===== config.mk =====
export PLATFORM = sky130hd
export DESIGN_NAME = accumulator_machine_core
export DESIGN_NICKNAME = d
export VERILOG_FILES = /design/src/hw/rtl/amc_pkg.sv /design/src/hw/rtl/accumulator_machine_core.sv /design/src/hw/rtl/amc_prog_mem.sv /design/src/hw/rtl/amc_datapath.sv
export SDC_FILE = /design/constraint.sdc
export NUM_CORES = 2
export LEC_CHECK = 0
export BUFFER_PORTS_ARGS = -buffer_cell sky130_fd_sc_hd__buf_2
export CAP_MARGIN = 20
export CORE_ASPECT_RATIO = 0.75
export CORE_MARGIN = 1.5
export CORE_UTILIZATION = 55
export CTS_CLUSTER_DIAMETER = 40
export DETAILED_ROUTE_END_ITERATION = 12
export GPL_TIMING_DRIVEN = 0
export PLACE_DENSITY = 0.74
export SLEW_MARGIN = 20
export SYNTH_ARGS = -nofsm -noshare
export SYNTH_HDL_FRONTEND = slang
export SYNTH_HIERARCHICAL = 1
export SYNTH_SLANG_ARGS = --single-unit

===== constraint.sdc =====
create_clock -name clk -period 7.55 [get_ports clk]
set_input_delay 0 -clock clk [delete_from_list [all_inputs] [get_ports clk]]
set_output_delay 0 -clock clk [all_outputs]
set_load 0.01 [all_outputs]

===== src/hw/rtl/amc_pkg.sv =====
`timescale 1ns / 1ps
// ----------------------------------------------------------------------------
// Accumulator machine package
// Shared sizes, opcodes and request/result types of the accumulator machine.
// ----------------------------------------------------------------------------
package amc_pkg;

	localparam int PROG_WORDS = 128;
	localparam int PROG_AW    = $clog2(PROG_WORDS);
	localparam int DATA_WORDS = 16;
	localparam int DATA_AW    = $clog2(DATA_WORDS);
	localparam int ACC_W      = 32;
	localparam int OPC_W      = 4;
	localparam int OPD_W      = 7;

	localparam logic [PROG_AW-1:0] START_PC = PROG_AW'(10);

	localparam logic [OPC_W-1:0] OPC_NONE   = 4'd0;
	localparam logic [OPC_W-1:0] OPC_LOAD   = 4'd1;
	localparam logic [OPC_W-1:0] OPC_ADD    = 4'd2;
	localparam logic [OPC_W-1:0] OPC_STORE  = 4'd3;
	localparam logic [OPC_W-1:0] OPC_SUB    = 4'd4;
	localparam logic [OPC_W-1:0] OPC_INPUT  = 4'd5;
	localparam logic [OPC_W-1:0] OPC_OUTPUT = 4'd6;
	localparam logic [OPC_W-1:0] OPC_HALT   = 4'd7;
	localparam logic [OPC_W-1:0] OPC_JUMP   = 4'd8;
	localparam logic [OPC_W-1:0] OPC_SKIPZ  = 4'd9;

	localparam logic OP_WRITE = 1'b0;
	localparam logic OP_EXEC  = 1'b1;

	typedef struct packed {
		logic [OPC_W-1:0] opcode;
		logic [OPD_W-1:0] operand;
	} prog_word_t;

	typedef struct packed {
		logic                    en;
		logic [PROG_AW-1:0]      addr;
		prog_word_t              word;
	} prog_wr_t;

	typedef struct packed {
		logic                    op;
		logic [6:0]              prog_addr;
		logic [OPC_W-1:0]        prog_opcode;
		logic [OPD_W-1:0]        prog_operand;
		logic signed [ACC_W-1:0] input_value;
	} req_t;

	typedef struct packed {
		logic [6:0]              program_counter;
		logic signed [ACC_W-1:0] accumulator_value;
		logic                    output_strobe;
		logic                    halted_flag;
		logic [OPC_W-1:0]        executed_opcode;
	} res_t;

endpackage


===== src/hw/rtl/accumulator_machine_core.sv =====
`timescale 1ns / 1ps
// ----------------------------------------------------------------------------
// Accumulator machine core
// Single-accumulator instruction machine driven by a request stream.
// ----------------------------------------------------------------------------
// Each request either writes one program word or executes one instruction,
// and produces exactly one result. The core takes one request per cycle
// while the result side is not stalled. A request is held in the input
// register, and its result is offered from the result register, which
// loads when it is free or the sink is ready. The program
// store is read ahead, at the counter value that the current
// instruction leaves, so a jump or skip does not stall the stream.
module accumulator_machine_core (
	input  logic        clk,
	input  logic        arst_n,
	input  logic        s_axis_tvalid,
	output logic        s_axis_tready,
	// prog_addr [6:0], prog_opcode [10:7], prog_operand [17:11],
	// input_value [49:18], zero fill [55:50]
	input  logic [55:0] s_axis_tdata,
	// op [0]
	input  logic [0:0]  s_axis_tuser,
	output logic        m_axis_tvalid,
	input  logic        m_axis_tready,
	// program_counter [6:0], accumulator_value [38:7], output_strobe [39],
	// halted_flag [40], executed_opcode [44:41], zero fill [47:45]
	output logic [47:0] m_axis_tdata
);

	amc_pkg::req_t               req_s1;
	logic                        valid_s1;
	amc_pkg::res_t               res_q;
	logic                        out_valid_q;
	logic                        advance;
	amc_pkg::res_t               res;
	amc_pkg::prog_word_t         word;
	amc_pkg::prog_wr_t           wr;
	logic [amc_pkg::PROG_AW-1:0] pc_next;

	assign advance       = valid_s1 && (!out_valid_q || m_axis_tready);
	assign s_axis_tready = !valid_s1 || advance;

	always_ff @(posedge clk or negedge arst_n) begin
		if (!arst_n) begin
			valid_s1    <= 1'b0;
			out_valid_q <= 1'b0;
		end else begin
			if (s_axis_tready) begin
				valid_s1 <= s_axis_tvalid;
			end
			if (advance) begin
				out_valid_q <= 1'b1;
			end else if (m_axis_tready) begin
				out_valid_q <= 1'b0;
			end
		end
	end

	always_ff @(posedge clk) begin
		if (s_axis_tvalid && s_axis_tready) begin
			req_s1.op           <= s_axis_tuser[0];
			req_s1.prog_addr    <= s_axis_tdata[6:0];
			req_s1.prog_opcode  <= s_axis_tdata[10:7];
			req_s1.prog_operand <= s_axis_tdata[17:11];
			req_s1.input_value  <= s_axis_tdata[49:18];
		end
		if (advance) begin
			res_q <= res;
		end
	end

	always_comb begin
		wr.en           = advance && (req_s1.op == amc_pkg::OP_WRITE);
		wr.addr         = req_s1.prog_addr[amc_pkg::PROG_AW-1:0];
		wr.word.opcode  = req_s1.prog_opcode;
		wr.word.operand = req_s1.prog_operand;
	end

	amc_prog_mem u_prog_mem (
		.clk     (clk),
		.arst_n  (arst_n),
		.wr      (wr),
		.rd_addr (pc_next),
		.rd_word (word)
	);

	amc_datapath u_datapath (
		.clk     (clk),
		.arst_n  (arst_n),
		.advance (advance),
		.req     (req_s1),
		.word    (word),
		.pc_next (pc_next),
		.res     (res)
	);

	assign m_axis_tvalid = out_valid_q;
	assign m_axis_tdata  = {3'b000, res_q.executed_opcode, res_q.halted_flag,
		res_q.output_strobe, res_q.accumulator_value, res_q.program_counter};

endmodule


===== src/hw/rtl/amc_prog_mem.sv =====
`timescale 1ns / 1ps
// ----------------------------------------------------------------------------
// Accumulator machine program store
// Program word memory with per-word valid bits and write-to-read forwarding.
// ----------------------------------------------------------------------------
module amc_prog_mem (
	input  logic                       clk,
	input  logic                       arst_n,
	input  amc_pkg::prog_wr_t          wr,
	input  logic [amc_pkg::PROG_AW-1:0] rd_addr,
	output amc_pkg::prog_word_t        rd_word
);

	amc_pkg::prog_word_t                  mem [amc_pkg::PROG_WORDS];
	logic [amc_pkg::PROG_WORDS-1:0]       valid_q;
	amc_pkg::prog_word_t                  rd_data_q;
	amc_pkg::prog_word_t                  fwd_word_q;
	logic                                 hit_q;
	logic                                 fwd_q;

	always_ff @(posedge clk) begin
		if (wr.en) begin
			mem[wr.addr] <= wr.word;
		end
		rd_data_q  <= mem[rd_addr];
		fwd_word_q <= wr.word;
	end

	always_ff @(posedge clk or negedge arst_n) begin
		if (!arst_n) begin
			valid_q <= '0;
			hit_q   <= 1'b0;
			fwd_q   <= 1'b0;
		end else begin
			if (wr.en) begin
				valid_q[wr.addr] <= 1'b1;
			end
			hit_q <= valid_q[rd_addr];
			fwd_q <= wr.en && (wr.addr == rd_addr);
		end
	end

	always_comb begin
		if (fwd_q) begin
			rd_word = fwd_word_q;
		end else if (hit_q) begin
			rd_word = rd_data_q;
		end else begin
			rd_word = '0;
		end
	end

endmodule


===== src/hw/rtl/amc_datapath.sv =====
`timescale 1ns / 1ps
// ----------------------------------------------------------------------------
// Accumulator machine datapath
// Architectural state, data store and combinational instruction execution.
// ----------------------------------------------------------------------------
module amc_datapath (
	input  logic                        clk,
	input  logic                        arst_n,
	input  logic                        advance,
	input  amc_pkg::req_t               req,
	input  amc_pkg::prog_word_t         word,
	output logic [amc_pkg::PROG_AW-1:0] pc_next,
	output amc_pkg::res_t               res
);

	logic [amc_pkg::PROG_AW-1:0] pc_q;
	logic [amc_pkg::ACC_W-1:0]   acc_q;
	logic                        halted_q;
	logic [amc_pkg::ACC_W-1:0]   data_q [amc_pkg::DATA_WORDS];

	logic [amc_pkg::PROG_AW-1:0] pc_n;
	logic [amc_pkg::ACC_W-1:0]   acc_n;
	logic                        halted_n;
	logic                        strobe;
	logic [amc_pkg::OPC_W-1:0]   executed;
	logic                        dwr_en;
	logic [amc_pkg::DATA_AW-1:0] da;
	logic [amc_pkg::ACC_W-1:0]   dval;

	assign da   = word.operand[amc_pkg::DATA_AW-1:0];
	assign dval = data_q[da];

	always_comb begin
		pc_n     = pc_q;
		acc_n    = acc_q;
		halted_n = halted_q;
		strobe   = 1'b0;
		executed = amc_pkg::OPC_NONE;
		dwr_en   = 1'b0;
		if (req.op == amc_pkg::OP_EXEC && !halted_q) begin
			pc_n     = pc_q + amc_pkg::PROG_AW'(1);
			executed = word.opcode;
			unique case (word.opcode)
				amc_pkg::OPC_LOAD:   acc_n = dval;
				amc_pkg::OPC_ADD:    acc_n = acc_q + dval;
				amc_pkg::OPC_STORE:  dwr_en = 1'b1;
				amc_pkg::OPC_SUB:    acc_n = acc_q - dval;
				amc_pkg::OPC_INPUT:  acc_n = req.input_value;
				amc_pkg::OPC_OUTPUT: strobe = 1'b1;
				amc_pkg::OPC_HALT:   halted_n = 1'b1;
				amc_pkg::OPC_JUMP:   pc_n = word.operand[amc_pkg::PROG_AW-1:0];
				amc_pkg::OPC_SKIPZ: begin
					if (acc_q == '0) begin
						pc_n = pc_q + amc_pkg::PROG_AW'(2);
					end
				end
				default: ;
			endcase
		end
	end

	assign pc_next = advance ? pc_n : pc_q;

	always_comb begin
		res.program_counter   = 7'(pc_n);
		res.accumulator_value = acc_n;
		res.output_strobe     = strobe;
		res.halted_flag       = halted_n;
		res.executed_opcode   = executed;
	end

	always_ff @(posedge clk or negedge arst_n) begin
		if (!arst_n) begin
			pc_q     <= amc_pkg::START_PC;
			acc_q    <= '0;
			halted_q <= 1'b0;
			for (int i = 0; i < amc_pkg::DATA_WORDS; i++) begin
				data_q[i] <= '0;
			end
		end else if (advance) begin
			pc_q     <= pc_n;
			acc_q    <= acc_n;
			halted_q <= halted_n;
			if (dwr_en) begin
				data_q[da] <= acc_q;
			end
		end
	end

endmodule


==> results.cfg <==
[clock_tree]
htree_num_levels = 4
cts_buffers = 218
cts-root-buf = clkbuf_16
clk_pin_slew_ps = 60
clockBufferDepth = 3
clk_latency_ps = 880
cts_tree = yes
clock-sinks = 2210
cts_setup_buffers = 0

[drt]
drt_wl_total_mm = 252
vias_per_cell = 6.65
vias = 50753
wire_per_inst_um = 33.0
drc = 0
drtIter0Drc = 7297
antenna_left = 0
dr.pass1.iters = 6

[timing]
fin_setup_tns_ps = -1290
setup_viol = 12
timing_hold_violations_final = 0
setup_ws_ps = -192
fin_crit_sh_pct = 103
tightest_slew_ps = 1250
slew_headroom_pct = 16.8
fmax_ghz = 0.129
maxSlewViolCount = 0
finClkSkew_ps = 54.5
fin_crit_ps = 7740
rsz0062_at_grt = false

[logic_synthesis]
synth_top_cell_by_area = edfxtp_1
ys.flop_type = edfxtp_1
ys_seq_elements = 2210
netlist.area_leader.share_pct = 49.7
synthArstFlopShare_pct = 31.0
synthMostInstantiatedCell = edfxtp_1
yosysSeqAreaShare_pct = 69.0
synth_cell_types = 73
ys_warn_count = 6
synth_area_leaders = edfxtp_1, dfrtp_1, mux4_2
synth-edff-count = 1504
syn_area_mm2 = 0.0909
syn_area_per_cell_um2 = 19.1
syn_inst = 4752
synth.cells.most_frequent = edfxtp_1, dfrtp_1, mux4_2

[status]
violations = setup timing
status = complete, but fails checks

[setup_path]
worstPathArrival_ps = 8470
cp_slowest_cell = nor4_1
path_cells = buf_1, nor4_1, nand4_1, nor2_1, and3_1, o21ai_0, a41oi_1, clkbuf_1, clkbuf_1, clkbuf_1, mux4_2, mux4_2, mux4_2, mux2_2
critPathRequiredTime_ps = 8280
crit_family = buffers and inverters
r2r_start = u_datapath/acc_q[25]
critPathKind = reg2reg
crit_path_start_kind = flip-flop
reg2reg_slack_ps = -190
r2r_end = u_prog_mem/rd_data_q[7]
r2r_cells = 14
crit_path_end_kind = flip-flop
crit_fanout = 10
slowest_delay_ps = 930
crit_buf_inv = 4

[cells_and_area]
drive_gt1_share_pct = 36.9
design_area_mm2 = 0.105
fillers = 10794
nNetsFinal = 5380
area_delta_synth_final_pct = 15.1

[placed_design]
placed_cell_area_mm2 = 0.0958
portBuffers = 101
dp_slack_ps = -929
gp_routability_congestion = 0.984
dp_hpwl_mm = 175

[global_routing]
grt_antenna_before_repair = 15
grt_pass1_vias = 50012
grt-ovfl-total = 0
grt_max_degree = 94
grt_pass1_wl_mm = 361
grt_usage_pct = 30.3

[power]
switching_power_w = 0.0108
p_leak_nw = 38.6
swShare_pct = 31.6
comb_power_share_pct = 28.6
p_int_w = 0.0234
total_power_w = 0.0342
peakVddDrop_mv = 0.300
pwr-share-clk_pct = 32.2
seq_power_share_pct = 39.2
powerDensity_mw_per_mm2 = 327

[die]
ios = 111
rows = 128
die_h_um = 355
die_w_um = 472
core_region_area_mm2 = 0.163
die_area_mm2 = 0.168
start_util_pct = 55.7

[flow_run]
drv_cap = 0

[worst_hold_path]
hp-class = in2async
==> how the worst max path moves through the flow <==
stage	start	end	slack, ps	cells after the start
global route	u_datapath/acc_q[25]	u_prog_mem/rd_data_q[7]	10	14
floorplan	u_prog_mem/fwd_q	m_axis_tdata[34]	1800	24
finish	u_datapath/acc_q[25]	u_prog_mem/rd_data_q[7]	-190	14
CTS	u_prog_mem/fwd_q	m_axis_tdata[34]	7	24
detailed placement	u_prog_mem/fwd_q	m_axis_tdata[34]	-930	24
global placement	arst_n	u_datapath/data_q[275]	-8090	1
==> through the flow <==
step / util [%] / hold slack (ps) / std cells
6_report: 64.1 / 238 / 7631
4_1_cts: 63.9 / 205 / 7617
5_1_grt: 64.1 / 253 / 7626
3_3_place_gp: 57.7 / 176 / 7000
2_1_floorplan: - / -296 / 4754
3_5_place_dp: 58.7 / -58.2 / 7090
==> cell families after synthesis <==
| family | count (synthesis) | share of synthesized area (%) |
|---|---|---|
| mux | 1190 | 22.7 |
| xor+xnor | 67 | 0.646 |
| buf+inv | 365 | 1.68 |
| fa+ha+maj | 35 | 0.490 |
| simple gates | 538 | 2.84 |
| compound gates | 346 | 2.59 |
| flops | 2210 | 69.0 |
| other cells | 1 | 0.00413 |
==> state kept, by name, summed over array words and instances, names as in the netlist <==
register	flops
m_axis_tdata	45
req_s1	51
valid_s1	1
u_prog_mem/valid_q	128
u_datapath/data_q	512
m_axis_tvalid	1
u_prog_mem/hit_q	1
u_prog_mem/fwd_q	1
u_datapath/pc_q	7
u_datapath/acc_q	32
u_prog_mem/fwd_word_q	11
u_prog_mem/mem	1408
u_datapath/halted_q	1
u_prog_mem/rd_data_q	11
==> layout by cell type (no fill, tap or decap), types with 16 or more instances in the layout <==
master and instances:
nand2_1 108, clkbuf_8 23, nor2b_1 16, o21ai_0 69
a21oi_1 61, or2_2 65, a21o_1 18, dfxtp_1 22
buf_1 35, nor2_2 92, inv_6 17, buf_8 57
a22oi_1 35, dfrtp_1 682, o21bai_1 65, buf_2 150
mux4_2 638, ha_1 34, clkbuf_16 221, edfxtp_1 1504
nor2_1 124, buf_16 21, clkbuf_1 251, xor2_1 21
a22o_1 18, xnor2_1 46, nand3_1 26, clkbuf_2 38
mux2_2 542, dlygate4sd3_1 109, buf_4 20, clkinv_2 38
inv_1 20
==> repair_timing <==
item,4_1_cts,5_1_grt
pin swaps,0,0
gates resized for setup,16,28
hold endpoints to repair,344,0
hold buffers,110,0
endpoints found under the setup margin,50,31
==> area by class of cell <==
type,instances,area (µm²),area share (%)
multi-input combinational,2179,26900,25.8
sequential,2210,62700,60.0
tap,2145,2680,2.57
inverter,20,75.1,0.0718
antenna,5,12.5,0.0120
clock inverter,123,1330,1.27
buffer,345,1520,1.46
clock buffer,294,6040,5.77
timing repair buffer,310,3260,3.11
==> worst reg2reg max path, stage by stage, from the launching register on <==
cell and delay (ps):
dfrtp_1 390, buf_1 300, nor4_1 930, nand4_1 270, nor2_1 750, and3_1 260, o21ai_0 110, a41oi_1 370
clkbuf_1 670, clkbuf_1 820, clkbuf_1 770, mux4_2 470, mux4_2 620, mux4_2 560, mux2_2 330
==> layer usage <==
layer  up-vias  part of all wire [%]  GRT usage [%]
met2      3131                    42           41.2
met5         -                     0         0.0563
li1      20061                     -              -
met4         0                   1.8           6.21
met3       345                    15           11.7
met1     27216                    41           46.5
==> power groups by stage <==
stage	Sequential [W]	Combinational, W	Clock, W
finish	0.0134	0.00977	0.0110
global route	0.0134	0.0101	0.0116
CTS	0.0134	0.00948	0.0111
detailed placement	0.0136	0.00937	0
global placement	0.0138	0.00904	0
floorplan	0.0137	0.00568	0
(Power assumes the default switching activity.)
